`src/design/pild_pkg.sv`:
```
// Shared constants, codes and controller/datapath handshake types for the list block.
`timescale 1ns / 1ps
`default_nettype none
package pild_pkg;

	// Storage geometry
	localparam int DEPTH      = 64;
	localparam int POINT_BITS = 32;
	localparam int ADDR_W     = $clog2(DEPTH);
	localparam int CNT_W      = 7;
	localparam int POS_W      = 8;
	localparam int CAP_FLOOR  = 5;

	// Command codes
	typedef enum logic [1:0] {
		CMD_INSERT = 2'd0,
		CMD_REMOVE = 2'd1,
		CMD_READ   = 2'd2,
		CMD_WRITE  = 2'd3
	} cmd_t;

	// Result status codes
	typedef enum logic [1:0] {
		ST_DONE  = 2'd0,
		ST_RANGE = 2'd1,
		ST_FULL  = 2'd2
	} status_t;

	// Commands from controller to datapath
	typedef struct packed {
		logic load;        // capture an input transfer
		logic shift_load;  // set up the shift loop
		logic shift_en;    // run one shift step
		logic read_issue;  // read the entry at the position
		logic finish;      // commit the command and load the result
	} ctl_cmd_t;

	// Status from datapath to controller
	typedef struct packed {
		logic need_shift;
		logic read_ok;
		logic shift_done;
	} dp_stat_t;

endpackage
`default_nettype wire

```
`src/design/positional_insert_delete_list.sv`:
```
// Sequence: accept, decode, the shift loop (each entry moved, then the last write and the done
// check), then commit; the result is registered at commit and is on the output in the cycle
// after commit. With no shift, decode goes straight to commit.
// One command at a time: a new command is accepted only after the previous one has committed,
// with the shift loop moving one entry per cycle through the single-write, single-read entry RAM.
// Reset clears count, capacity and the default word, and sets min_capacity to 4;
// entry RAM contents are undefined until written and get no clearing pass.
`timescale 1ns / 1ps
`default_nettype none
module positional_insert_delete_list (
	input  wire logic        clk,
	input  wire logic        arst_n,
	input  wire logic        s_tvalid,
	output logic             s_tready,
	input  wire logic [39:0] s_tdata,     // [7:0] position, [39:8] point_value
	input  wire logic [1:0]  s_tuser,     // [1:0] command
	output logic             m_tvalid,
	input  wire logic        m_tready,
	output logic [47:0]      m_tdata,     // [31:0] read_value, [38:32] entry_count,
	                                      // [45:39] logical_capacity, [47:46] zero
	output logic [1:0]       m_tuser,     // [1:0] status
	input  wire logic        cfg_wr_en,
	input  wire logic [6:0]  cfg_wr_data  // min_capacity
);

	pild_pkg::ctl_cmd_t ctl;
	pild_pkg::dp_stat_t stat;

	logic [1:0]                        out_status;
	logic [pild_pkg::POINT_BITS-1:0]   out_read_value;
	logic [pild_pkg::CNT_W-1:0]        out_count;
	logic [pild_pkg::CNT_W-1:0]        out_capacity;

	pild_ctrl u_ctrl (
		.clk       (clk),
		.arst_n    (arst_n),
		.in_valid  (s_tvalid),
		.in_ready  (s_tready),
		.out_valid (m_tvalid),
		.out_ready (m_tready),
		.stat      (stat),
		.ctl       (ctl)
	);

	pild_datapath u_dp (
		.clk            (clk),
		.arst_n         (arst_n),
		.ctl            (ctl),
		.stat           (stat),
		.in_command     (s_tuser),
		.in_position    (s_tdata[7:0]),
		.in_point       (s_tdata[39:8]),
		.cfg_wr_en      (cfg_wr_en),
		.cfg_wr_data    (cfg_wr_data),
		.out_status     (out_status),
		.out_read_value (out_read_value),
		.out_count      (out_count),
		.out_capacity   (out_capacity)
	);

	// Pack the result transfer
	assign m_tuser = out_status;
	assign m_tdata = {2'b00, out_capacity, out_count, out_read_value};

endmodule
`default_nettype wire

```
`src/design/pild_ram.sv`:
```
// Generic single-write, single-read RAM with registered read data.
`timescale 1ns / 1ps
`default_nettype none
module pild_ram #(
	parameter int WIDTH = 32,
	parameter int DEPTH = 64
) (
	input  wire logic                     clk,
	input  wire logic                     we,
	input  wire logic [$clog2(DEPTH)-1:0] waddr,
	input  wire logic [WIDTH-1:0]         wdata,
	input  wire logic                     re,
	input  wire logic [$clog2(DEPTH)-1:0] raddr,
	output logic      [WIDTH-1:0]         rdata
);

	logic [WIDTH-1:0] mem_q [DEPTH];

	// Write port
	always_ff @(posedge clk) begin
		if (we) begin
			mem_q[waddr] <= wdata;
		end
	end

	// Registered read port, hold data when idle
	always_ff @(posedge clk) begin
		if (re) begin
			rdata <= mem_q[raddr];
		end
	end

endmodule
`default_nettype wire

```
`src/design/pild_datapath.sv`:
```
// Datapath: command registers, count and capacity, entry RAM, shift loop and result register.
`timescale 1ns / 1ps
`default_nettype none
module pild_datapath (
	input  wire logic                         clk,
	input  wire logic                         arst_n,
	input  wire pild_pkg::ctl_cmd_t           ctl,
	output pild_pkg::dp_stat_t                stat,
	input  wire logic [1:0]                   in_command,
	input  wire logic [pild_pkg::POS_W-1:0]   in_position,
	input  wire logic [pild_pkg::POINT_BITS-1:0] in_point,
	input  wire logic                         cfg_wr_en,
	input  wire logic [pild_pkg::CNT_W-1:0]   cfg_wr_data,
	output logic [1:0]                        out_status,
	output logic [pild_pkg::POINT_BITS-1:0]   out_read_value,
	output logic [pild_pkg::CNT_W-1:0]        out_count,
	output logic [pild_pkg::CNT_W-1:0]        out_capacity
);

	localparam int AW = pild_pkg::ADDR_W;
	localparam int CW = pild_pkg::CNT_W;
	localparam int PB = pild_pkg::POINT_BITS;

	// Captured command
	pild_pkg::cmd_t              cmd_q;
	logic [pild_pkg::POS_W-1:0]  pos_q;
	logic [PB-1:0]               val_q;

	// Architectural state
	logic [CW-1:0] count_q;
	logic [CW-1:0] cap_q;
	logic [PB-1:0] dflt_q;
	logic [CW-1:0] min_cap_q;

	// Shift loop
	logic [AW-1:0] rd_ptr_q;
	logic [AW-1:0] wr_ptr_q;
	logic [CW-1:0] steps_q;
	logic          pend_q;
	logic          desc_q;

	// RAM ports
	logic          ram_we;
	logic [AW-1:0] ram_waddr;
	logic [PB-1:0] ram_wdata;
	logic          ram_re;
	logic [AW-1:0] ram_raddr;
	logic [PB-1:0] ram_rdata;

	// Decode
	logic          pos_neg;
	logic [CW-1:0] pos_u;
	logic [AW-1:0] pos_a;
	logic          ins_range;
	logic          full;
	logic          idx_ok;
	logic          step_live;

	// Commit values
	logic [CW-1:0]   first_cap;
	logic [CW-1:0]   cap0;
	logic [CW:0]     dbl;
	logic [CW-1:0]   grown;
	logic [CW-1:0]   cnt_inc;
	logic [CW-1:0]   cnt_dec;
	logic [CW-1:0]   cnt_nx;
	logic [CW-1:0]   cap_nx;
	pild_pkg::status_t status_nx;
	logic [PB-1:0]   rd_nx;
	logic            fin_we;

	// Range checks on the captured position
	always_comb begin
		pos_neg   = pos_q[pild_pkg::POS_W-1];
		pos_u     = CW'(pos_q[pild_pkg::POS_W-2:0]);
		pos_a     = pos_u[AW-1:0];
		ins_range = !pos_neg && (pos_u <= count_q);
		full      = count_q >= CW'(pild_pkg::DEPTH);
		idx_ok    = !pos_neg && (pos_u < count_q);
		cnt_inc   = count_q + CW'(1);
		cnt_dec   = count_q - CW'(1);
		step_live = ctl.shift_en && (steps_q != '0);
	end

	assign stat.need_shift = ((cmd_q == pild_pkg::CMD_INSERT) && ins_range && !full
	                          && (pos_u != count_q))
	                      || ((cmd_q == pild_pkg::CMD_REMOVE) && idx_ok
	                          && ((pos_u + CW'(1)) != count_q));
	assign stat.read_ok    = (cmd_q == pild_pkg::CMD_READ) && idx_ok;
	assign stat.shift_done = (steps_q == '0) && !pend_q;

	// Capacity on insert: first capacity, then doubling clamped to the store
	always_comb begin
		if (min_cap_q == '0) begin
			first_cap = CW'(1);
		end else if (min_cap_q > CW'(pild_pkg::DEPTH)) begin
			first_cap = CW'(pild_pkg::DEPTH);
		end else begin
			first_cap = min_cap_q;
		end
		cap0 = (cap_q == '0) ? first_cap : cap_q;
		dbl  = {count_q, 1'b0};
		if (dbl > (CW + 1)'(pild_pkg::DEPTH)) begin
			grown = CW'(pild_pkg::DEPTH);
		end else begin
			grown = dbl[CW-1:0];
		end
		if (grown < cnt_inc) begin
			grown = cnt_inc;
		end
	end

	// Commit outcome per command
	always_comb begin
		cnt_nx    = count_q;
		cap_nx    = cap_q;
		status_nx = pild_pkg::ST_DONE;
		rd_nx     = '0;
		fin_we    = 1'b0;
		case (cmd_q)
			pild_pkg::CMD_INSERT: begin
				if (!ins_range) begin
					status_nx = pild_pkg::ST_RANGE;
				end else if (full) begin
					status_nx = pild_pkg::ST_FULL;
				end else begin
					fin_we = 1'b1;
					cnt_nx = cnt_inc;
					cap_nx = (count_q >= cap0) ? grown : cap0;
				end
			end
			pild_pkg::CMD_REMOVE: begin
				if (!idx_ok) begin
					status_nx = pild_pkg::ST_RANGE;
				end else begin
					cnt_nx = cnt_dec;
					if ((cnt_dec < (cap_q >> 2)) && ((cap_q >> 1) >= CW'(pild_pkg::CAP_FLOOR)))
					begin
						cap_nx = cap_q >> 1;
					end
				end
			end
			pild_pkg::CMD_READ: begin
				if (idx_ok) begin
					rd_nx = ram_rdata;
				end else begin
					rd_nx     = dflt_q;
					status_nx = pild_pkg::ST_RANGE;
				end
			end
			default: begin
				if (idx_ok) begin
					fin_we = 1'b1;
				end else begin
					status_nx = pild_pkg::ST_RANGE;
				end
			end
		endcase
	end

	// RAM port steering: shift loop or the final access
	always_comb begin
		ram_re    = step_live || ctl.read_issue;
		ram_raddr = ctl.shift_en ? rd_ptr_q : pos_a;
		if (ctl.finish) begin
			ram_we    = fin_we;
			ram_waddr = pos_a;
			ram_wdata = val_q;
		end else begin
			ram_we    = ctl.shift_en && pend_q;
			ram_waddr = wr_ptr_q;
			ram_wdata = ram_rdata;
		end
	end

	pild_ram #(
		.WIDTH (PB),
		.DEPTH (pild_pkg::DEPTH)
	) u_ram (
		.clk   (clk),
		.we    (ram_we),
		.waddr (ram_waddr),
		.wdata (ram_wdata),
		.re    (ram_re),
		.raddr (ram_raddr),
		.rdata (ram_rdata)
	);

	// Capture the input transfer
	always_ff @(posedge clk) begin
		if (ctl.load) begin
			cmd_q <= pild_pkg::cmd_t'(in_command);
			pos_q <= in_position;
			val_q <= in_point;
		end
	end

	// Shift pointers: read one entry per cycle, write it back in the next cycle
	always_ff @(posedge clk or negedge arst_n) begin
		if (!arst_n) begin
			steps_q <= '0;
			pend_q  <= 1'b0;
		end else if (ctl.shift_load) begin
			steps_q <= (cmd_q == pild_pkg::CMD_INSERT) ? (count_q - pos_u)
			                                           : (count_q - pos_u - CW'(1));
			pend_q  <= 1'b0;
		end else if (ctl.shift_en) begin
			pend_q <= step_live;
			if (step_live) begin
				steps_q <= steps_q - CW'(1);
			end
		end
	end

	always_ff @(posedge clk) begin
		if (ctl.shift_load) begin
			desc_q   <= (cmd_q == pild_pkg::CMD_INSERT);
			rd_ptr_q <= (cmd_q == pild_pkg::CMD_INSERT) ? cnt_dec[AW-1:0]
			                                            : (pos_a + AW'(1));
		end else if (step_live) begin
			rd_ptr_q <= desc_q ? (rd_ptr_q - AW'(1)) : (rd_ptr_q + AW'(1));
			wr_ptr_q <= desc_q ? (rd_ptr_q + AW'(1)) : (rd_ptr_q - AW'(1));
		end
	end

	// Count, capacity, default word and minimum capacity
	always_ff @(posedge clk or negedge arst_n) begin
		if (!arst_n) begin
			count_q   <= '0;
			cap_q     <= '0;
			dflt_q    <= '0;
			min_cap_q <= CW'(4);
		end else begin
			if (cfg_wr_en) begin
				min_cap_q <= cfg_wr_data;
			end
			if (ctl.finish) begin
				count_q <= cnt_nx;
				cap_q   <= cap_nx;
				if ((cmd_q == pild_pkg::CMD_WRITE) && !idx_ok) begin
					dflt_q <= val_q;
				end
			end
		end
	end

	// Result register
	always_ff @(posedge clk) begin
		if (ctl.finish) begin
			out_status     <= status_nx;
			out_read_value <= rd_nx;
			out_count      <= cnt_nx;
			out_capacity   <= cap_nx;
		end
	end

endmodule
`default_nettype wire

```
`src/design/pild_ctrl.sv`:
```
// Controller: sequences accept, decode, shift loop and commit, and owns the output valid.
`timescale 1ns / 1ps
`default_nettype none
module pild_ctrl (
	input  wire logic               clk,
	input  wire logic               arst_n,
	input  wire logic               in_valid,
	output logic                    in_ready,
	output logic                    out_valid,
	input  wire logic               out_ready,
	input  wire pild_pkg::dp_stat_t stat,
	output pild_pkg::ctl_cmd_t      ctl
);

	typedef enum logic [1:0] {
		S_IDLE,
		S_EXEC,
		S_SHIFT,
		S_FINISH
	} state_t;

	state_t state_q;
	logic   out_valid_q;
	logic   out_free;

	assign out_free  = !out_valid_q || out_ready;
	assign in_ready  = (state_q == S_IDLE);
	assign out_valid = out_valid_q;

	// Commands for the current state
	always_comb begin
		ctl            = '0;
		ctl.load       = (state_q == S_IDLE) && in_valid;
		ctl.shift_load = (state_q == S_EXEC) && stat.need_shift;
		ctl.read_issue = (state_q == S_EXEC) && stat.read_ok;
		ctl.shift_en   = (state_q == S_SHIFT);
		ctl.finish     = (state_q == S_FINISH) && out_free;
	end

	// State and output valid
	always_ff @(posedge clk or negedge arst_n) begin
		if (!arst_n) begin
			state_q     <= S_IDLE;
			out_valid_q <= 1'b0;
		end else begin
			if (ctl.finish) begin
				out_valid_q <= 1'b1;
			end else if (out_ready) begin
				out_valid_q <= 1'b0;
			end
			unique case (state_q)
				S_IDLE: begin
					if (in_valid) begin
						state_q <= S_EXEC;
					end
				end
				S_EXEC: begin
					state_q <= stat.need_shift ? S_SHIFT : S_FINISH;
				end
				S_SHIFT: begin
					if (stat.shift_done) begin
						state_q <= S_FINISH;
					end
				end
				S_FINISH: begin
					if (out_free) begin
						state_q <= S_IDLE;
					end
				end
				default: begin
					state_q <= S_IDLE;
				end
			endcase
		end
	end

endmodule
`default_nettype wire
```
`config.mk`:
```
export PLATFORM = sky130hd
export DESIGN_NAME = positional_insert_delete_list
export DESIGN_NICKNAME = d
export VERILOG_FILES = /design/src/design/pild_pkg.sv /design/src/design/positional_insert_delete_list.sv /design/src/design/pild_ram.sv /design/src/design/pild_datapath.sv /design/src/design/pild_ctrl.sv
export SDC_FILE = /design/constraint.sdc
export NUM_CORES = 2
export LEC_CHECK = 0
export BUFFER_PORTS_ARGS = -buffer_cell sky130_fd_sc_hd__clkbuf_2
export CELL_PAD_IN_SITES_DETAIL_PLACEMENT = 1
export CELL_PAD_IN_SITES_GLOBAL_PLACEMENT = 2
export CORE_UTILIZATION = 45
export CTS_CLUSTER_SIZE = 25
export DETAILED_ROUTE_END_ITERATION = 12
export PLACE_DENSITY_LB_ADDON = 0.2
export SYNTH_ARGS = -nofsm -noshare
export SYNTH_HDL_FRONTEND = slang
export SYNTH_SLANG_ARGS = --single-unit
```
`constraint.sdc`:
```
create_clock -name clk -period 6.35 [get_ports clk]
set_input_delay 0.635 -clock clk [delete_from_list [all_inputs] [get_ports clk]]
set_output_delay 0.635 -clock clk [all_outputs]
set_load 0.005 [all_outputs]
```
==> flow_summary_export.csv <==
group,metric,value,unit
synthesis,synth.avg_cell_area,16.4,µm²
worst_setup_path,path_max_fanout,22,
synthesis,yosys_warnings,0,
timing,worst_slew_pin_slew,1.34,ns
routing,drt-vias-per-instance,6.00,
grt,use_met3,4.56,%
die,dieWidth,448,µm
cells_and_area,layout_common_cells,"edfxtp_1, nand2_1, mux4_2, clkbuf_16, nand3_1",
worst_setup_path,cp_slowest_stage_delay,0.89,ns
timing,fin_crit_sh,80.2,%
timing,hold_violations,0,
timing,slew_headroom,10.4,%
worst_setup_path,cpMostUsedCell,"buf_4",
routing,post_drt_wl_per_cell,31.8,µm
synthesis,synth-compound-area-share,4.32,%
worst_setup_path,critPathBufInv,2,
worst_setup_path,cpMaxStageDelayCell,"o31a_1",
synthesis,netlist_instances,5459,
die,die-area,200000,µm²
synthesis,synthArstFlopShare,2.85,%
routing,routed-via-count,51400,
grt,antenna_found_initial,27,
timing,fmax,0.196,GHz
cts,clkTransAtPathRegs,0.07,ns
grt,grt-ovfl-total,0,
cells_and_area,fin_util,51.9,%
place,dp_hpwl,163,mm
synthesis,yosys.area_share.simple,8.09,%
timing,setup_tns,0,ns
synthesis,yosys.area_share.xor_xnor,0.500,%
die,start_util,45.3,%
timing,final_max_slew_viol_count,0,
die,core,197000,µm²
power_and_ir_drop,ir_worst_vdd,0.000358,V
grt,grt_use_met2,44.4,%
cts,cts_buffers,230,
place,portBuffers,103,
die,ios,106,
die,die_h,448,µm
worst_setup_path,critPathArrivalTime,5.63,ns
grt,grt_pass1_wl,388,mm
worst_setup_path,crit_family,"compound AO/OA/AOI/OAI gates",
grt,top_usage_layer,"met2",
run_status,status,"finished, final reports clean",
cts,tritoncts,"done",
worst_setup_path,cp_cell_sequence,"ha_1 -> a21oi_1 -> o21ai_1 -> a22oi_1 -> nor3_1 -> o31a_1 -> nand2_1 -> buf_4 -> nor2_4 -> buf_4",
cts,cts_resized,0,
synthesis,yosys_register_bits,2247,
worst_setup_path,cp.required,6.88,ns
timing,grt_setup_unrepaired,"false",
cells_and_area,synthToLayoutAreaGrowth,14.5,%
cells_and_area,layout_commonest_cell,"edfxtp_1",
power_and_ir_drop,p_leak,0.0342,µW
worst_setup_path,critical_path_class,"reg -> reg",
worst_setup_path,cp-start-kind,"register",
synthesis,synth_top_family_by_area,"multiplexers",
cts,worstSkewPairLatency,0.89,ns
cts,cts.sinks,2247,
cts,root_buffer,"clkbuf_16",
cells_and_area,drive_gt1_share,18.2,%
synthesis,yosysSeqAreaShare,75.2,%
synthesis,synth_area,89300,µm²
synthesis,synth-adder-area-share,0.527,%
routing,drt-total-wl,273,mm
synthesis,synth_cell_types,70,
cts,cts_setup_buffers,0,
routing,detail_route.iter0.violations,5807,
grt,gr-usage-met1,37.6,%
cts,clk_path_buf_depth,3,
power_and_ir_drop,pwr_density_cell,485,nW/µm²
cells_and_area,nets,5816,
timing,fin_crit,5.09,ns
flow_run,max-cap-violations,0,
synthesis,synthMuxAreaShare,9.53,%
die,rows,163,
worst_setup_path,rrSetupSlack,1.26,ns
cts,cts_hold_buf,50,
synthesis,synthFlopType,"edfxtp_1",
worst_setup_path,worstSetupEndpointType,"register",
grt,grt_pass1_vias,52600,
cts,cts.htree.levels,4,
grt,grt_max_degree,103,
timing,setup-violations-final,0,
power_and_ir_drop,totalPowerFinal,49600,µW
routing,route.detailed.drc,0,
timing,skew,0.0810,ns
routing,dr.pass1.iters,6,
grt,grt_usage,27.3,%
synthesis,synth-edff-count,2183,
min_path,hold_path.class,"in -> reg",
place,place.gp.congestion,0.857,
routing,ant_nets,0,
## cell type report
| class | instances | area [µm²] |
|---|---|---|
| clock inverter | 144 | 1350 |
| tap | 2640 | 3300 |
| timing repair buffer | 369 | 3100 |
| multi-input combinational | 2839 | 21300 |
| sequential | 2247 | 67200 |
| antenna | 16 | 40.0 |
| inverter | 38 | 144 |
| fill | 18300 | 94900 |
| clock buffer | 278 | 5940 |
## registers in the layout, summed over array words and instances, names as in the netlist, 2 cells and up
| register | flops |
|---|---|
| u_dp.val_q | 32 |
| u_dp.cap_q | 7 |
| u_ctrl.state_q | 2 |
| u_dp.out_count | 7 |
| u_dp.pos_q | 8 |
| u_dp.dflt_q | 32 |
| u_dp.out_capacity | 7 |
| u_dp.u_ram.rdata | 32 |
| u_dp.rd_ptr_q | 6 |
| u_dp.steps_q | 7 |
| u_dp.u_ram.mem_q | 2048 |
| u_dp.min_cap_q | 7 |
| u_dp.wr_ptr_q | 6 |
| u_dp.count_q | 7 |
| u_dp.out_status | 2 |
| u_dp.out_read_value | 32 |
| u_dp.cmd_q | 2 |
## cells by family (layout without fill, tap and decap cells)
logic type	after synthesis	count (layout)
multiplexers	483	483
adder cells (fa/ha/maj)	37	37
other	1	18
AO/OA/AOI/OAI	575	575
AND/OR/NAND/NOR	1691	1691
flip-flops	2247	2247
buffers and inverters	374	829
XOR/XNOR	51	51
## tightest hold or removal path: stages
cell	delay, ns
clkbuf_2	0.07
nand2b_1	0.15
nand2_1	0.07
## layer usage
metal | up-vias | part of all wire, %
met4 | 10 | 3.0
li1 | 21800 | -
met3 | 359 | 7.0
met1 | 27400 | 42
met2 | 1889 | 48
met5 | - | 0.028
## per-stage QoR
step	std cells	hold WS [ns]	area, µm²	worst slack [ns]
floorplan	5460	0.339	89300	1.60
global placement	8083	0.488	94500	1.43
detailed placement	8083	0.494	94500	1.30
CTS	8555	0.0506	102000	1.28
global route	8565	0.128	102000	1.13
finish	8571	0.116	102000	1.26
## synth_stat cells (all sizes together) (40+ instances only)
library cell	count	area (µm²)
clkbuf	189	711
nand2	1128	4230
nor2	118	443
mux2	43	492
o21ai	41	205
and3	134	838
a311oi	128	1120
edfxtp	2183	65600
o22ai	134	838
mux2i	152	1540
dfrtp	63	1580
xnor2	40	350
a31oi	104	651
a21oi	107	536
mux4	288	6490
nand3	214	1070
buf	147	803
## power by group
part | switching [µW] | internal [µW] | leakage, µW | total, µW
Clock | 5850 | 7320 | 0.00354 | 13200
Sequential | 567 | 20100 | 0.0205 | 20700
Combinational | 11500 | 4230 | 0.0102 | 15800
## worst paths after layout
| path | from | end | cells after the start |
|---|---|---|---|
| setup reg to reg | u_dp.count_q[4] | u_dp.u_ram.mem_q[34][29] | 10 |
| hold reg to reg | u_dp.min_cap_q[0] | u_dp.min_cap_q[0] | 1 |
| min in group asynchronous | arst_n | u_dp.steps_q[3] | 2 |
| hold / removal | m_tready | u_ctrl.out_valid | 3 |
| setup / recovery | u_dp.count_q[4] | u_dp.u_ram.mem_q[34][29] | 10 |
| max in group asynchronous | arst_n | u_dp.min_cap_q[1] | 3 |
Power figures use the tool's default switching activity.
